`src/hw/rtl/twhsm_pkg.sv`:
```
package twhsm_pkg;

   localparam int unsigned HALF_W = 8;
   localparam int unsigned POLL_W = 16;
   localparam int unsigned TOUT_W = 8;
   localparam int unsigned CSR_DATA_W = 16;
   localparam int unsigned CSR_ADDR_W = 2;
   localparam int unsigned MEAS_W = 16;
   localparam int unsigned REQ_DATA_W = 8;
   localparam int unsigned RSP_DATA_W = 24;

   localparam logic [CSR_ADDR_W-1:0] CSR_HALF_PERIOD = 2'd0;
   localparam logic [CSR_ADDR_W-1:0] CSR_POLL_INTERVAL = 2'd1;
   localparam logic [CSR_ADDR_W-1:0] CSR_TIMEOUT = 2'd2;

   localparam logic [HALF_W-1:0] HALF_RESET = 8'd4;
   localparam logic [POLL_W-1:0] POLL_RESET = 16'd3000;
   localparam logic [TOUT_W-1:0] TOUT_RESET = 8'd240;

   localparam logic [1:0] CMD_NONE = 2'd0;
   localparam logic [1:0] CMD_TEMP = 2'd1;
   localparam logic [1:0] CMD_HUMI = 2'd2;
   localparam logic [1:0] CMD_SOFT_RESET = 2'd3;

   localparam logic [1:0] STAT_OK = 2'd0;
   localparam logic [1:0] STAT_NO_ACK = 2'd1;
   localparam logic [1:0] STAT_TIMEOUT = 2'd2;

   localparam logic [7:0] BYTE_TEMP = 8'h03;
   localparam logic [7:0] BYTE_HUMI = 8'h05;
   localparam logic [7:0] BYTE_RESET = 8'h1e;

   // Number of clock pulses with data high that precede a soft reset.
   localparam logic [3:0] RESET_CLOCKS = 4'd9;
   localparam logic [3:0] BITS_PER_BYTE = 4'd8;

   typedef enum logic [3:0] {
      ST_IDLE     = 4'd0,
      ST_RST_LOW  = 4'd1,
      ST_RST_HIGH = 4'd2,
      ST_START0   = 4'd3,
      ST_START1   = 4'd4,
      ST_START2   = 4'd5,
      ST_START3   = 4'd6,
      ST_START4   = 4'd7,
      ST_START5   = 4'd8,
      ST_PUT_LOW  = 4'd9,
      ST_PUT_HIGH = 4'd10,
      ST_WAIT     = 4'd11,
      ST_GET_LOW  = 4'd12,
      ST_GET_HIGH = 4'd13
   } state_type;

   typedef struct packed {
      logic [HALF_W-1:0] half_period_ticks;
      logic [POLL_W-1:0] poll_interval_ticks;
      logic [TOUT_W-1:0] timeout_polls;
   } cfg_type;

   typedef struct packed {
      logic [MEAS_W-1:0] measurement;
      logic [1:0]        status;
      logic              done_res;
      logic              busy_res;
      logic              data_drive_enable;
      logic              data_out;
      logic              clock_out;
   } res_type;

endpackage

```
`src/hw/rtl/twhsm_csr.sv`:
```
module twhsm_csr import twhsm_pkg::*; (
   input  logic                  clock,
   input  logic                  reset,
   input  logic                  csr_we,
   input  logic [CSR_ADDR_W-1:0] csr_addr,
   input  logic [CSR_DATA_W-1:0] csr_wdata,
   output cfg_type               cfg
);

   logic [HALF_W-1:0] half_ff, half_in;
   logic [POLL_W-1:0] poll_ff, poll_in;
   logic [TOUT_W-1:0] tout_ff, tout_in;

   always_comb begin
      half_in = half_ff;
      poll_in = poll_ff;
      tout_in = tout_ff;
      if (csr_we) begin
         case (csr_addr)
            CSR_HALF_PERIOD:   half_in = csr_wdata[HALF_W-1:0];
            CSR_POLL_INTERVAL: poll_in = csr_wdata[POLL_W-1:0];
            CSR_TIMEOUT:       tout_in = csr_wdata[TOUT_W-1:0];
            default: ;
         endcase
      end
   end

   always_ff @(posedge clock) begin
      if (reset) begin
         half_ff <= HALF_RESET;
         poll_ff <= POLL_RESET;
         tout_ff <= TOUT_RESET;
      end else begin
         half_ff <= half_in;
         poll_ff <= poll_in;
         tout_ff <= tout_in;
      end
   end

   assign cfg.half_period_ticks   = half_ff;
   assign cfg.poll_interval_ticks = poll_ff;
   assign cfg.timeout_polls       = tout_ff;

endmodule

```
`src/hw/rtl/twhsm_seq.sv`:
```
module twhsm_seq import twhsm_pkg::*; (
   input  logic       clock,
   input  logic       reset,
   input  logic       step,
   input  logic [1:0] command,
   input  logic       data_line_in,
   input  cfg_type    cfg,
   output res_type    res
);

   state_type         state_ff, state_in;
   logic [1:0]        pend_ff, pend_in;
   logic [3:0]        bit_ff, bit_in;
   logic              byte_ff, byte_in;
   logic [7:0]        shift_ff, shift_in;
   logic [MEAS_W-1:0] result_ff, result_in;
   logic [POLL_W-1:0] tick_ff, tick_in;
   logic [TOUT_W-1:0] poll_ff, poll_in;

   logic [POLL_W-1:0] len;
   logic              phase_end;
   logic [3:0]        bit_inc;
   logic [TOUT_W-1:0] poll_inc;
   logic [TOUT_W-1:0] poll_lim;
   logic              done;
   logic [1:0]        status;
   logic [MEAS_W-1:0] meas;
   logic              clk_o, dout_o, den_o;

   always_comb begin
      len = (state_ff == ST_WAIT) ? cfg.poll_interval_ticks
                                  : {{(POLL_W-HALF_W){1'b0}}, cfg.half_period_ticks};
      if (len == '0) begin
         len = {{(POLL_W-1){1'b0}}, 1'b1};
      end
      phase_end = ({1'b0, tick_ff} + {{POLL_W{1'b0}}, 1'b1}) >= {1'b0, len};
      bit_inc   = bit_ff + 4'd1;
      poll_inc  = poll_ff + {{(TOUT_W-1){1'b0}}, 1'b1};
      poll_lim  = (cfg.timeout_polls == '0) ? {{(TOUT_W-1){1'b0}}, 1'b1} : cfg.timeout_polls;
   end

   // Pins of the phase in force at the start of the tick.
   always_comb begin
      clk_o  = 1'b0;
      dout_o = 1'b0;
      den_o  = 1'b0;
      case (state_ff)
         ST_RST_LOW, ST_START0: begin
            den_o  = 1'b1;
            dout_o = 1'b1;
         end
         ST_RST_HIGH, ST_START1, ST_START5: begin
            clk_o  = 1'b1;
            den_o  = 1'b1;
            dout_o = 1'b1;
         end
         ST_START2, ST_START4: begin
            clk_o = 1'b1;
            den_o = 1'b1;
         end
         ST_START3: den_o = 1'b1;
         ST_PUT_LOW, ST_PUT_HIGH: begin
            clk_o = (state_ff == ST_PUT_HIGH);
            if (bit_ff < BITS_PER_BYTE) begin
               den_o  = 1'b1;
               dout_o = shift_ff[7];
            end
         end
         ST_GET_LOW, ST_GET_HIGH: begin
            clk_o = (state_ff == ST_GET_HIGH);
            // Acknowledge low after the first byte, released high after the second.
            if (bit_ff >= BITS_PER_BYTE) begin
               den_o  = 1'b1;
               dout_o = byte_ff;
            end
         end
         default: ;
      endcase
   end

   always_comb begin
      state_in  = state_ff;
      pend_in   = pend_ff;
      bit_in    = bit_ff;
      byte_in   = byte_ff;
      shift_in  = shift_ff;
      result_in = result_ff;
      tick_in   = tick_ff;
      poll_in   = poll_ff;
      done      = 1'b0;
      status    = STAT_OK;
      meas      = '0;
      if (step) begin
         if (state_ff == ST_IDLE) begin
            if (command != CMD_NONE) begin
               pend_in = command;
               bit_in  = 4'd0;
               byte_in = 1'b0;
               tick_in = '0;
               poll_in = '0;
               if (command == CMD_SOFT_RESET) begin
                  shift_in = BYTE_RESET;
                  state_in = ST_RST_LOW;
               end else begin
                  shift_in = (command == CMD_TEMP) ? BYTE_TEMP : BYTE_HUMI;
                  state_in = ST_START0;
               end
            end
         end else if (!phase_end) begin
            tick_in = tick_ff + {{(POLL_W-1){1'b0}}, 1'b1};
         end else begin
            tick_in = '0;
            case (state_ff)
               ST_RST_LOW: state_in = ST_RST_HIGH;
               ST_RST_HIGH: begin
                  if (bit_inc >= RESET_CLOCKS) begin
                     bit_in   = 4'd0;
                     state_in = ST_START0;
                  end else begin
                     bit_in   = bit_inc;
                     state_in = ST_RST_LOW;
                  end
               end
               ST_START0: state_in = ST_START1;
               ST_START1: state_in = ST_START2;
               ST_START2: state_in = ST_START3;
               ST_START3: state_in = ST_START4;
               ST_START4: state_in = ST_START5;
               ST_START5: begin
                  bit_in   = 4'd0;
                  state_in = ST_PUT_LOW;
               end
               ST_PUT_LOW: state_in = ST_PUT_HIGH;
               ST_PUT_HIGH: begin
                  if (bit_ff < BITS_PER_BYTE) begin
                     shift_in = {shift_ff[6:0], 1'b0};
                     bit_in   = bit_inc;
                     state_in = ST_PUT_LOW;
                  end else if (data_line_in) begin
                     done   = 1'b1;
                     status = STAT_NO_ACK;
                  end else if (pend_ff == CMD_SOFT_RESET) begin
                     done = 1'b1;
                  end else begin
                     bit_in   = 4'd0;
                     poll_in  = '0;
                     state_in = ST_WAIT;
                  end
               end
               ST_WAIT: begin
                  if (!data_line_in) begin
                     bit_in   = 4'd0;
                     byte_in  = 1'b0;
                     shift_in = 8'd0;
                     state_in = ST_GET_LOW;
                  end else begin
                     poll_in = poll_inc;
                     if (poll_inc >= poll_lim) begin
                        done   = 1'b1;
                        status = STAT_TIMEOUT;
                     end
                  end
               end
               ST_GET_LOW: state_in = ST_GET_HIGH;
               ST_GET_HIGH: begin
                  if (bit_ff < BITS_PER_BYTE) begin
                     shift_in = {shift_ff[6:0], data_line_in};
                     bit_in   = bit_inc;
                     state_in = ST_GET_LOW;
                  end else if (!byte_ff) begin
                     result_in = {shift_ff, 8'd0};
                     byte_in   = 1'b1;
                     bit_in    = 4'd0;
                     shift_in  = 8'd0;
                     state_in  = ST_GET_LOW;
                  end else begin
                     result_in = {result_ff[15:8], shift_ff};
                     done      = 1'b1;
                     meas      = {result_ff[15:8], shift_ff};
                  end
               end
               default: state_in = ST_IDLE;
            endcase
            if (done) begin
               state_in = ST_IDLE;
               bit_in   = 4'd0;
               byte_in  = 1'b0;
            end
         end
      end
   end

   always_ff @(posedge clock) begin
      if (reset) begin
         state_ff  <= ST_IDLE;
         pend_ff   <= CMD_NONE;
         bit_ff    <= 4'd0;
         byte_ff   <= 1'b0;
         shift_ff  <= 8'd0;
         result_ff <= '0;
         tick_ff   <= '0;
         poll_ff   <= '0;
      end else begin
         state_ff  <= state_in;
         pend_ff   <= pend_in;
         bit_ff    <= bit_in;
         byte_ff   <= byte_in;
         shift_ff  <= shift_in;
         result_ff <= result_in;
         tick_ff   <= tick_in;
         poll_ff   <= poll_in;
      end
   end

   assign res.clock_out         = clk_o;
   assign res.data_out          = dout_o;
   assign res.data_drive_enable = den_o;
   assign res.busy_res          = (state_in != ST_IDLE);
   assign res.done_res          = done;
   assign res.status            = status;
   assign res.measurement       = meas;

endmodule

```
`src/hw/rtl/two_wire_humidity_sensor_master.sv`:
```
// Channel  Direction  Word bits  Contents (lowest bit first)
// req      in         8          command[1:0], data_line_in, zero fill
// rsp      out        24         clock_out, data_out, data_drive_enable, busy_res,
//                                done_res, status[1:0], measurement[15:0], zero fill
// csr      in         16         write only: half period, poll interval, timeout polls
//
// Each req word is one tick; one word is accepted and one rsp word produced per cycle
// while rsp is not stalled. The req word is registered, the sequencer steps on it, and the
// result lands in the rsp register. The sequencer state advances only when that register
// can take the result, so a stall on rsp holds the pipeline and drops req_tready.
// Reset is synchronous and returns the sequencer to idle with the csr registers at defaults.
module two_wire_humidity_sensor_master import twhsm_pkg::*; (
   input  logic                  clock,
   input  logic                  reset,
   input  logic                  req_tvalid,
   output logic                  req_tready,
   // command[1:0], data_line_in[2], zero [7:3]
   input  logic [REQ_DATA_W-1:0] req_tdata,
   output logic                  rsp_tvalid,
   input  logic                  rsp_tready,
   // clock_out[0], data_out[1], data_drive_enable[2], busy_res[3], done_res[4],
   // status[6:5], measurement[22:7], zero [23]
   output logic [RSP_DATA_W-1:0] rsp_tdata,
   input  logic                  csr_we,
   input  logic [CSR_ADDR_W-1:0] csr_addr,
   input  logic [CSR_DATA_W-1:0] csr_wdata
);

   cfg_type cfg;
   res_type res;

   logic       in_vld_ff, in_vld_in;
   logic [1:0] in_cmd_ff;
   logic       in_din_ff;
   logic       out_vld_ff, out_vld_in;
   res_type    out_res_ff;
   logic       out_free;
   logic       step;

   twhsm_csr u_csr (
      .clock     (clock),
      .reset     (reset),
      .csr_we    (csr_we),
      .csr_addr  (csr_addr),
      .csr_wdata (csr_wdata),
      .cfg       (cfg)
   );

   twhsm_seq u_seq (
      .clock        (clock),
      .reset        (reset),
      .step         (step),
      .command      (in_cmd_ff),
      .data_line_in (in_din_ff),
      .cfg          (cfg),
      .res          (res)
   );

   assign out_free   = !out_vld_ff || rsp_tready;
   assign step       = in_vld_ff && out_free;
   assign req_tready = !in_vld_ff || step;

   always_comb begin
      in_vld_in  = in_vld_ff;
      out_vld_in = out_vld_ff;
      if (req_tready) begin
         in_vld_in = req_tvalid;
      end
      if (out_free) begin
         out_vld_in = step;
      end
   end

   always_ff @(posedge clock) begin
      if (reset) begin
         in_vld_ff  <= 1'b0;
         out_vld_ff <= 1'b0;
      end else begin
         in_vld_ff  <= in_vld_in;
         out_vld_ff <= out_vld_in;
      end
   end

   always_ff @(posedge clock) begin
      if (req_tready && req_tvalid) begin
         in_cmd_ff <= req_tdata[1:0];
         in_din_ff <= req_tdata[2];
      end
      if (step) begin
         out_res_ff <= res;
      end
   end

   assign rsp_tvalid = out_vld_ff;
   assign rsp_tdata  = {1'b0, out_res_ff.measurement, out_res_ff.status,
                        out_res_ff.done_res, out_res_ff.busy_res,
                        out_res_ff.data_drive_enable, out_res_ff.data_out,
                        out_res_ff.clock_out};

endmodule

```
`config.mk`:
```
export PLATFORM = sky130hd
export DESIGN_NAME = two_wire_humidity_sensor_master
export DESIGN_NICKNAME = d
export VERILOG_FILES = /design/src/hw/rtl/twhsm_pkg.sv /design/src/hw/rtl/twhsm_csr.sv /design/src/hw/rtl/twhsm_seq.sv /design/src/hw/rtl/two_wire_humidity_sensor_master.sv
export SDC_FILE = /design/constraint.sdc
export NUM_CORES = 1
export LEC_CHECK = 0
export BUFFER_PORTS_ARGS = -buffer_cell sky130_fd_sc_hd__buf_4
export CAP_MARGIN = 10
export CORE_MARGIN = 5
export CORE_UTILIZATION = 60
export DETAILED_ROUTE_END_ITERATION = 16
export PLACE_DENSITY_LB_ADDON = 0.05
export SLEW_MARGIN = 30
export SYNTH_ARGS = -nofsm -noshare
export SYNTH_HDL_FRONTEND = slang
export SYNTH_HIERARCHICAL = 1
export SYNTH_SLANG_ARGS = --single-unit
```
`constraint.sdc`:
```
create_clock -name clock -period 4.4 [get_ports clock]
set_input_delay 0 -clock clock [delete_from_list [all_inputs] [get_ports clock]]
set_output_delay 0 -clock clock [all_outputs]
set_load 0.02 [all_outputs]
```
==> Word-level counts from Yosys, hierarchy flattened <==
Index checks and enable logic that the tools add are counted.
{ "totals": {"ff_bits": 111, "in_bits": 31, "out_inout_bits": 26, "wordCells": 181} }
{ "op_classes": {"add_sub_neg": 4, "magnitude_cmp": 5, "eq_ne": 31, "n_mux": 80, "n_bitwise": 5, "n_reduce_logical": 34} }
{ "ops": {"columns": ["cell", "count"], "rows": [
  ["8-bit two-way mux", 16],
  ["4-bit two-way mux", 22],
  ["16-bit two-way mux", 5],
  ["4-bit case mux with 13 select lines", 1],
  ["4-bit equality test (second input constant)", 6],
  ["8-bit case mux with 3 select lines", 1],
  ["1-bit two-way mux", 21],
  ["4-bit case mux with 5 select lines", 1],
  ["3-bit inequality test (second input constant)", 6],
  ["16-bit by 1-bit adder with 17-bit output (second input constant)", 1],
  ["17-bit by 16-bit >= comparator with 1-bit output", 1],
  ["16-bit by 1-bit adder with 16-bit output (second input constant)", 1],
  ["4-bit by 3-bit equality test with 1-bit output (second input constant)", 4],
  ["16-bit logical NOT", 1],
  ["8-bit case mux with 2 select lines", 1],
  ["8-bit AND reduction", 2],
  ["5-bit inequality test (second input constant)", 3],
  ["5-bit OR reduction", 3],
  ["4-bit inequality test (second input constant)", 3],
  ["1-bit case mux with 3 select lines", 4],
  ["6-bit AND reduction", 2],
  ["4-bit nonzero test", 3],
  ["2-bit two-way mux", 5],
  ["8-bit by 1-bit adder with 8-bit output (second input constant)", 1],
  ["other kinds (27)", 45]
]} }

==> Longest topological paths before layout <==
Gate-level depths: netlist of the first run.
{ "depth": {"depth_word": 14, "mapped_depth": 19, "ltp_nobuf": 14} }

==> Cells and area by module <==
The synthesis of the first run kept the hierarchy.
{ "modules_own_cells": {"columns": ["module", "instances", "cells_per_inst", "area_per_inst_um2", "seq_area_each_um2"], "rows": [
  ["twhsm_seq", 1, 515, 3960.0, 1021.0],
  ["twhsm_csr", 1, 132, 1342.5, 640.6],
  ["two_wire_humidity_sensor_master", 1, 38, 895.9, 820.8]
]} }

==> Worst setup path before layout of the first run <==
No wires, ideal clock.
{ "synth_path": {"kind": "reg2reg", "start": "register u_seq.tick_ff[0]", "end": "register u_seq.poll_ff[0]", "setup_ns": 0.116, "arrival_time_ns": 3.434, "required_time_ns": 4.284, "path_slack_ns": 0.850, "stages_incl_launch_ff": 17, "n_path_buf": 3, "synth_period_minus_slack_ns": 3.550, "path_cell_list": "dfxtp_1 -> ha_1 -> nand4_1 -> or4_1 -> clkbuf_1 -> nor3_1 -> xor2_1 -> ha_1 -> a21oi_1 -> nor2b_1 -> a311oi_1 -> nand4_1 -> buf_2 -> o21ai_2 -> clkbuf_1 -> nor4_1 -> a31o_1"} }
{ "synth_between": {"elab_chain_len": 4} }
{ "synth_lines": {"columns": ["element", "line", "text"], "rows": [
  ["start: declaration", "twhsm_seq.sv:17", "logic [POLL_W-1:0] tick_ff, tick_in;"],
  ["start signal: assignment", "twhsm_seq.sv:210", "tick_ff <= tick_in;"],
  ["16-bit by 1-bit adder with 17-bit output", "twhsm_seq.sv:36", "phase_end = ({1'b0, tick_ff} + {{POLL_W{1'b0}}, 1'b1}) >= {1'b0, len};"],
  ["17-bit by 16-bit >= comparator with 1-bit output", "twhsm_seq.sv:36", null],
  ["2-bit nonzero test (no line)", null, null],
  ["8-bit AND reduction (no line)", null, null],
  ["end signal: assignment", "twhsm_seq.sv:211", "poll_ff <= poll_in;"],
  ["end: declaration", "twhsm_seq.sv:18", "logic [TOUT_W-1:0] poll_ff, poll_in;"]
]} }
No other way between the ends.
A chain may end at the register's enable or synchronous reset.

==> Worst setup path in the final report of the first run <==
{ "layout_path": {"start": "register u_seq.tick_ff[0]", "end": "register u_seq.poll_ff[1]"} }
The elaborated chain is that of the path after synthesis.

==> impl_metrics.py, run 1 <==
metrics = {
    "cts": {
        "cts_setup_buffers": 0,
        "cts-resized-gates": 0,
        "worstSkewPairLatency_ns": 0.38,
        "tritoncts.num_buffers": 9,
        "tritoncts_num_sinks": 111,
        "tritoncts": "yes",
        "cts_hold_buffers": 27,
        "htree_num_levels": 3,
        "cts_clk_pin_slew_worst_paths_ns": 0.12,
        "clock-root-buffer": "clkbuf_8",
        "ctsLongestPathBuffers": 2,
    },
    "yosys": {
        "synth_area_leaders": "dfxtp_1 (27%), edfxtp_1 (13%), mux2i_1 (7.9%)",
        "synth.yosys.seq_area_share_pct": 40.0,
        "synth_ff_type": "dfxtp_1",
        "synth_largest_area_cell": "dfxtp_1",
        "netlist_area_um2": 6200,
        "yosys.cell_types.count": 71,
        "synth_largest_type_area_fraction_pct": 27.5,
        "synth.ff_latch_count": 111,
        "ys_warn_count": 6,
        "proportion_of_register_bits_with_asynchronous_set_or_reset_after_synthesis_pct": 0,
        "synth-edff-count": 26,
        "synth_cells": 685,
        "synth_fp_nets": 745,
        "syn_area_per_cell_um2": 9.05,
    },
    "sta": {
        "fin_crit_share_pct": 90.7,
        "tightest_slew_ns": 0.723,
        "fin_skew_ns": 0.0137,
        "fmax_mhz": 250,
        "slew_headroom_pct": 51.6,
        "min_period_ns": 3.99,
        "maxSlewViolCount": 0,
        "grt_setup_unrepaired": "no",
        "final-setup-viol-count": 0,
        "fin_tns_setup_ns": 0,
        "report.final.hold_viol_count": 0,
    },
    "global_routing": {
        "globalRouteOverflowTotal": 0,
        "first_global_vias": 4812,
        "grt_start_max_net_pins": 73,
        "global_route.usage.total_pct": 21.6,
        "wire_length_of_the_first_global_routing_pass_um": 22500,
        "antenna_violations_before_repair": 0,
    },
    "placement": {
        "post_dp_hpwl_um": 9380,
        "routabilityCongestion": 0.886,
        "io_buffers": 50,
    },
    "final_layout": {
        "final_common_cell": "dfxtp_1",
        "final_cell_mix": "dfxtp_1 (85), nor2_1 (74), buf_4 (62)",
        "final_layout_size_suffix_gt1_share_pct": 12.6,
        "num_antenna_cells": 0,
        "areaGrowthSynthToFinish_pct": 14.3,
        "num-fill-cells": 798,
        "finalCoreUtilization_pct": 69.6,
        "nets_final": 796,
    },
    "power": {
        "share_clk_of_total_power_pct": 32.7,
        "p_int_mw": 1.47,
        "switchingPower_uw": 541,
        "pwr-share-comb_pct": 12.6,
        "net_switching_share_of_the_total_power_pct": 26.9,
        "power.leakage_nw": 2.81,
        "design_power_total_mw": 2.01,
        "power.density_cell_area_nw_per_um2": 283,
        "irDropWorstVdd_mv": 0.219,
        "seqPwrFrac_pct": 54.7,
    },
    "flow_run": {
        "timing.max_cap.violations": 0,
    },
    "route": {
        "vias_per_cell": 5.81,
        "antenna_left": 0,
        "dr.pass1.iters": 5,
        "wl_per_cell_um": 15.3,
        "detailroute.via_count": 5091,
        "first_iter_violations": 276,
        "drc": 0,
        "finalWirelength_um": 13500,
    },
    "critical_path": {
        "cp_data_required_time_ns": 4.68,
        "timing.critical_path.arrival_ns": 4.27,
        "startpoint_type": "flip-flop",
        "critical_path_peak_fanout": 15,
        "cp-end-kind": "flip-flop",
        "worst-setup-path-type": "flip-flop to flip-flop",
    },
    "die": {
        "floorplan.initialDensity_pct": 60.9,
        "design.portCount": 57,
        "area_inside_the_core_boundary_um2": 10200,
        "die_area_um2": 12500,
        "die_y_um": 112,
        "placementRows": 37,
        "floorplan.die.width_um": 112,
    },
    "status": {
        "outcome": "finished, final reports clean",
    },
    "min_path": {
        "worst_hold_path_type": "input pin to flip-flop",
    },
}
-- cell usage after synthesis, types with 5 or more instances --
master,count
a22oi_1,9
nand2_1,42
o21ai_0,11
xor2_1,9
dfxtp_1,85
inv_1,23
or4_1,7
a21oi_1,36
nor2_1,74
clkbuf_1,28
nand3_1,26
xnor2_1,16
a311oi_1,5
and3_1,5
nand2b_1,46
o21ai_1,9
buf_4,7
ha_1,29
edfxtp_1,26
nor3_1,13
mux2i_1,49
and2_1,21
buf_2,11
nand4_1,8
a211oi_1,10
-- critical path, cell delays in order (launching register included) --
cell and delay, ns:
dfxtp_1 0.41, ha_1 0.28, nand4_1 0.19, or4_1 0.55, nor3_1 0.27, xor2_1 0.24, ha_1 0.28, a21oi_1 0.13
nor2b_1 0.06, a311oi_1 0.28, nand4_1 0.18, buf_4 0.22, o21ai_2 0.46, nor4b_1 0.12, a31o_1 0.22
-- final timing paths --
kind | end | cells after the start | slack [ns] | startpoint
hold / removal | u_seq/result_ff[12] | 2 | 0.02 | reset
setup / recovery | u_seq/poll_ff[1] | 14 | 0.41 | u_seq/tick_ff[0]
hold reg to reg | u_seq/pend_ff[0] | 2 | 0.47 | u_seq/pend_ff[0]
setup reg to reg | u_seq/poll_ff[1] | 14 | 0.41 | u_seq/tick_ff[0]
-- layout make-up --
| class | count | area (um2) | area share [%] |
|---|---|---|---|
| sequential | 111 | 2480 | 35.0 |
| multi-input combinational | 502 | 3390 | 47.9 |
| tap | 136 | 170 | 2.40 |
| inverter | 23 | 86.3 | 1.22 |
| clock inverter | 6 | 91.3 | 1.29 |
| timing repair buffer | 89 | 736 | 10.4 |
| clock buffer | 10 | 128 | 1.80 |
-- per-stage QoR --
stage,std cells,hold WS [ns],setup slack [ns],area [um2]
floorplan,685,0.0624,0.850,6200
global placement,834,0.181,0.567,6600
CTS,877,0.0117,0.436,7080
finish,877,0.0193,0.407,7090
detailed placement,834,0.180,0.484,6600
global route,877,0.0194,0.00159,7090
-- power by group through the flow --
| stage | Clock (mW) | Combinational (mW) | Sequential (mW) |
|---|---|---|---|
| floorplan | 0 | 0.154 | 1.13 |
| detailed placement | 0 | 0.234 | 1.12 |
| finish | 0.656 | 0.254 | 1.10 |
| CTS | 0.675 | 0.253 | 1.10 |
| global placement | 0 | 0.229 | 1.12 |
| global route | 0.716 | 0.276 | 1.10 |
-- layer usage --
layer | GRT usage (%) | up-vias | routed length (um)
li1 | - | 2529 | -
met1 | 26.4 | 2395 | 5690
met2 | 38.2 | 142 | 6790
met3 | 3.10 | 25 | 643
met4 | 8.84 | 0 | 331
met5 | 0 | - | 0
-- sequential cells by signal, indices dropped and copies added (netlist names), 2 cells and up --
signal	cells
u_seq/poll_ff	8
rsp_tdata	23
u_seq/shift_ff	8
u_seq/pend_ff	2
u_csr/poll_ff	16
u_seq/state_ff	4
u_seq/bit_ff	4
u_csr/half_ff	8
u_csr/tout_ff	8
u_seq/tick_ff	16
in_cmd_ff	2
u_seq/result_ff	8
-- cell families after synthesis --
family | share of synthesized area, %
AND/OR/NAND/NOR | 23.7
AO/OA/AOI/OAI | 13.7
flip-flops | 40.0
buffers and inverters | 5.25
multiplexers | 7.91
adder cells (fa/ha/maj) | 5.85
XOR/XNOR | 3.53
other | 0.0605
No activity file was read; power rests on OpenSTA's default activity.
==> run 2, diff against run 1 <==
Settings changed: SYNTH_HIERARCHICAL 1 to default.
==> impl_metrics.py, run 2 <==
metrics = {
    "sta": {
        "maxSlewViolCount": 0,
        "min_period_ns": 4.04,
        "grt_setup_unrepaired": "no",
        "report.final.hold_viol_count": 0,
        "fin_skew_ns": 0.0159,
        "fmax_mhz": 248,
        "slew_headroom_pct": 39.4,
        "final-setup-viol-count": 0,
        "tightest_slew_ns": 0.908,
        "fin_crit_share_pct": 91.8,
        "fin_tns_setup_ns": 0,
        "post-route-worst-setup-slack_ns": 0.361,
    },
    "final_layout": {
        "final_common_cell": "nand2_1",
        "areaGrowthSynthToFinish_pct": 12.7,
        "number_of_flip_flops_under_the_largest_register_name": 23,
        "final_cell_mix": "nand2_1 (96), dfxtp_1 (85), nor2_1 (61)",
        "final_cells": 897,
        "nets_final": 816,
        "num_antenna_cells": 0,
        "final_layout_size_suffix_gt1_share_pct": 13.7,
    },
    "placement": {
        "routabilityCongestion": 0.919,
        "post_dp_hpwl_um": 9880,
        "io_buffers": 50,
        "numPlacedInstances": 860,
        "place_worst_setup_slack_ns": 0.483,
    },
    "yosys": {
        "synth_top_cells_by_count": "nand2_1 (96), dfxtp_1 (85), nor2_1 (61), a21oi_1 (45), mux2i_1 (32)",
        "synth_largest_type_area_fraction_pct": 27.0,
        "syn_area_per_cell_um2": 8.84,
        "yosys.cell_types.count": 77,
        "synth.ff_latch_count": 111,
        "proportion_of_register_bits_with_asynchronous_set_or_reset_after_synthesis_pct": 0,
        "synth-edff-count": 26,
        "synth.yosys.seq_area_share_pct": 39.4,
        "synth_cells": 713,
        "synth_largest_area_cell": "dfxtp_1",
        "netlist_area_um2": 6300,
        "ys_warn_count": 0,
        "synth_ff_type": "dfxtp_1",
        "most_instantiated_library_cell_after_synthesis": "nand2_1",
        "synth_fp_nets": 773,
        "synth_area_leaders": "dfxtp_1 (27%), edfxtp_1 (12%), ha_1 (5.8%)",
    },
    "die": {
        "placementRows": 37,
        "floorplan.die.width_um": 113,
        "die_area_um2": 12700,
        "area_inside_the_core_boundary_um2": 10300,
        "design.portCount": 57,
        "die_y_um": 113,
        "floorplan.initialDensity_pct": 61.3,
    },
    "cts": {
        "tritoncts": "yes",
        "worstSkewPairLatency_ns": 0.40,
        "cts_clk_pin_slew_worst_paths_ns": 0.12,
        "cts-resized-gates": 0,
        "tritoncts_num_sinks": 111,
        "ctsLongestPathBuffers": 2,
        "htree_num_levels": 3,
        "clock-root-buffer": "clkbuf_8",
        "tritoncts.num_buffers": 9,
    },
    "min_path": {
        "min-delay-start": "csr_addr[0]",
        "worst_hold_path_type": "input pin to flip-flop",
    },
    "global_routing": {
        "globalRouteOverflowTotal": 0,
        "antenna_violations_before_repair": 0,
        "wire_length_of_the_first_global_routing_pass_um": 24100,
        "global_route.usage.total_pct": 22.9,
        "grt_start_max_net_pins": 93,
        "first_global_vias": 5066,
    },
    "critical_path": {
        "critPathBufInv": 0,
        "path_delay_family": "simple AND/OR/NAND/NOR gates",
        "cp-end-kind": "flip-flop",
        "worst-setup-path-type": "flip-flop to flip-flop",
        "r2r_start": "u_seq.tick_ff[0]",
        "critical_path_peak_fanout": 8,
        "cp_data_required_time_ns": 4.71,
        "cp_slowest_stage_delay_ns": 0.47,
        "startpoint_type": "flip-flop",
        "cp_cell_sequence": "ha_1 -> nand4_1 -> nor2_1 -> nand4_1 -> xnor2_1 -> ha_1 -> and4_4 -> a41o_1 -> a31o_1 -> o31ai_1 -> nand3_2 -> and2_1 -> a311oi_2",
        "critical-path-slowest-cell": "o31ai_1",
        "timing.critical_path.arrival_ns": 4.35,
        "crit_path_start": "u_seq.tick_ff[0]",
    },
    "power": {
        "irDropWorstVdd_mv": 0.192,
        "power.density_cell_area_nw_per_um2": 280,
        "design_power_total_mw": 1.99,
        "power.leakage_nw": 2.72,
    },
    "route": {
        "wl_per_cell_um": 15.8,
        "first_iter_violations": 406,
        "dr.pass1.iters": 5,
        "antenna_left": 0,
        "detailroute.via_count": 5337,
        "vias_per_cell": 5.95,
        "drc": 0,
        "finalWirelength_um": 14200,
    },
    "flow_run": {
        "timing.max_cap.violations": 0,
    },
    "status": {
        "outcome": "finished, final reports clean",
    },
}
==> run 2: cell types whose count changed after synthesis, moves of 13 or more <==
cell,delta
mux2i_1,-17
nand2_1,+54
nand2b_1,-35
nor2_1,-13
o21ai_0,+14
==> run 2: path summary, 6_finish.rpt <==
check / to / cells after the start / slack, ns
worst max register to register: u_seq.shift_ff[2] / 13 / 0.36
worst min-delay path: u_csr.half_ff[3] / 5 / 0.16
worst min register to register: u_csr.poll_ff[0] / 2 / 0.47
worst max-delay path: u_seq.shift_ff[2] / 13 / 0.36
==> run 2: tightest hold or removal path, delay by kind of cell <==
family | cells | cell delay, ns
simple gates | 2 | 0.12
mux | 1 | 0.13
buf+inv | 2 | 0.28
==> run 2: logic make-up (layout without fill, tap and decap cells) <==
family                     after synthesis  count (layout)  share of synthesized area (%)
xor gates and xnor gates                21              21                           2.92
AOI/OAI and AO/OA                      152             152                           17.1
other                                    1               1                         0.0595
muxes                                   33              33                           5.26
buffers and inverters                   68             116                           5.00
DFF                                    111             111                           39.4
adders and majority gates               29              29                           5.76
and+or+nand+nor                        298             298                           24.5
==> run 2: what timing repair did <==
action | in CTS | in global routing
setup buffers | 0 | 0
hold buffers | 21 | 0
endpoints found under the hold margin | 40 | 0
==> run 2: per-layer routing <==
layer	vias up	track usage, %	routed length (um)
li1	2640	-	-
met1	2509	28.4	6030
met2	159	39.3	6960
met3	29	4.53	831
met4	0	9.21	329
met5	-	0	0
==> run 2: cell type report <==
type,instances,area (um2)
Multi-Input combinational cell,534,3510
Fill cell,818,3170
Sequential cell,111,2480
Timing Repair Buffer,81,661
Tap cell,136,170
Clock buffer,9,124
Clock inverter,7,87.6
Inverter,19,71.3
==> run 2: where the power goes <==
group / switching, mW / internal (mW) / leakage, nW
clock network: 0.401 / 0.229 / 0.102
registers: 0.0199 / 1.07 / 0.925
logic: 0.158 / 0.109 / 1.70
total: 0.578 / 1.41 / 2.72
==> run 2: through the flow <==
step / cell area (um2) / utilization (%) / hold WS, ns
final: 7100 / 69.1 / 0.165
after detailed placement: 6680 / 65.0 / 0.180
after global placement: 6680 / 65.0 / 0.180
after floorplan: 6300 / - / 0.0989
after global routing: 7100 / 69.1 / 0.160
after CTS: 7100 / 69.1 / 0.136
==> run 3, diff against run 2 <==
Settings changed: CORE_MARGIN 5 to 2, SKIP_CTS_REPAIR_TIMING from default to 1.
==> impl_metrics.py, run 3 (synthesized netlist as in run 2, its figures left out) <==
metrics = {
    "status": {
        "outcome": "finished, violations left",
        "violations_in_the_final_reports": "hold timing",
    },
    "critical_path": {
        "timing.critical_path.arrival_ns": 4.22,
        "cp_data_required_time_ns": 4.54,
        "worst-setup-path-type": "flip-flop to flip-flop",
        "critical_path_peak_fanout": 16,
        "cp-end-kind": "flip-flop",
        "startpoint_type": "flip-flop",
        "reg2reg_setup_slack_ns": 0.32,
    },
    "global_routing": {
        "globalRouteOverflowTotal": 0,
        "antenna_violations_before_repair": 0,
        "global_route.usage.total_pct": 24.9,
        "wire_length_of_the_first_global_routing_pass_um": 23000,
        "grt_start_max_net_pins": 93,
        "first_global_vias": 4862,
    },
    "route": {
        "wl_per_cell_um": 15.7,
        "antenna_left": 0,
        "dr.pass1.iters": 5,
        "detailroute.via_count": 5303,
        "vias_per_cell": 5.92,
        "first_iter_violations": 294,
        "drc": 0,
        "finalWirelength_um": 14100,
    },
    "placement": {
        "routabilityCongestion": 0.948,
        "post_dp_hpwl_um": 9790,
        "io_buffers": 50,
        "place_worst_setup_slack_ns": 0.381,
    },
    "cts": {
        "cts_clk_pin_slew_worst_paths_ns": 0.11,
        "tritoncts.num_buffers": 9,
        "tritoncts_num_sinks": 111,
        "worstSkewPairLatency_ns": 0.38,
        "ctsLongestPathBuffers": 2,
        "clock-root-buffer": "clkbuf_8",
        "tritoncts": "yes",
        "htree_num_levels": 3,
    },
    "die": {
        "design.portCount": 57,
        "floorplan.die.width_um": 107,
        "die_y_um": 107,
        "floorplan.initialDensity_pct": 61.3,
        "area_inside_the_core_boundary_um2": 10300,
        "die_area_um2": 11300,
        "placementRows": 37,
    },
    "final_layout": {
        "areaGrowthSynthToFinish_pct": 12.8,
        "final_layout_size_suffix_gt1_share_pct": 13.8,
        "nets_final": 815,
        "final_cell_mix": "nand2_1 (96), dfxtp_1 (85), nor2_1 (61)",
        "number_of_flip_flops_under_the_largest_register_name": 23,
        "finalCoreUtilization_pct": 69.2,
        "num_antenna_cells": 0,
        "final_common_cell": "nand2_1",
    },
    "power": {
        "power.density_cell_area_nw_per_um2": 286,
        "irDropWorstVdd_mv": 0.166,
        "power.leakage_nw": 2.73,
    },
    "sta": {
        "fmax_mhz": 245,
        "fin_crit_share_pct": 92.7,
        "fin_skew_ns": 0.0134,
        "slew_headroom_pct": 38.3,
        "fin_tns_setup_ns": 0,
        "post-route-worst-setup-slack_ns": 0.323,
        "maxSlewViolCount": 0,
        "report.final.hold_viol_count": 1,
        "final-setup-viol-count": 0,
        "grt_setup_unrepaired": "no",
        "min_period_ns": 4.08,
        "final.hold.worst_slack_ns": -0.0380,
        "tightest_slew_ns": 0.926,
    },
    "flow_run": {
        "timing.max_cap.violations": 0,
    },
    "min_path": {
        "worst_hold_path_type": "input pin to flip-flop",
    },
}
==> run 3: cell count changes in the layout (fill, tap and decap cells not counted), sizes merged <==
cell,delta
inv,+1
bufinv,+1
dlygate4sd3,-1
clkinv,-2
==> run 3: report_power, final <==
| group | internal, mW | switching, mW | leakage [nW] |
|---|---|---|---|
| sequential | 1.07 | 0.0211 | 0.925 |
| combinational | 0.108 | 0.158 | 1.69 |
| clock | 0.281 | 0.389 | 0.108 |
==> run 3: worst paths after layout <==
check,start,to,cells after the start
worst min-delay path,rsp_tready,rsp_tvalid,4
worst min register to register,u_seq.pend_ff[1],u_seq.pend_ff[1],2
worst max register to register,u_seq.tick_ff[0],rsp_tdata[7],13
worst max-delay path,u_seq.tick_ff[0],rsp_tdata[7],13
==> run 3: per-stage QoR <==
stage          instance area (um2)  instances  hold WS (ns)  power [mW]
3_5_place_dp                  6680        860         0.180        1.37
3_3_place_gp                  6680        860         0.180        1.36
4_1_cts                       6900        876        -0.226        2.02
5_1_grt                       7110        896       0.00616        2.11
6_report                      7110        896       -0.0380        2.03
2_1_floorplan                 6300        713        0.0989        1.29
==> run 3: metal layers <==
layer	GRT usage [%]	up-vias	share of wire, %
met1	32.7	2489	44
met2	42.4	164	50
met5	0	-	0
met4	8.53	0	1.6
li1	-	2628	-
met3	2.94	22	4.8
==> run 3: cell type report <==
class | instances | area, um2
clock inverter | 7 | 98.8
sequential | 111 | 2480
fill | 840 | 3170
inverter | 19 | 71.3
timing repair buffer | 80 | 651
tap | 136 | 170
multi-input combinational | 534 | 3510
clock buffer | 9 | 124
==> run 3: worst max-delay path, cell delays in order (launching register included) <==
cell	delay [ns]
dfxtp_1	0.45
ha_1	0.30
nand4_1	0.15
nor2_1	0.31
nand4_1	0.20
xnor2_1	0.28
ha_1	0.30
and4_4	0.22
a41o_1	0.25
a31o_1	0.23
o31a_4	0.39
nor2_2	0.27
nor2b_1	0.26
and2_1	0.23
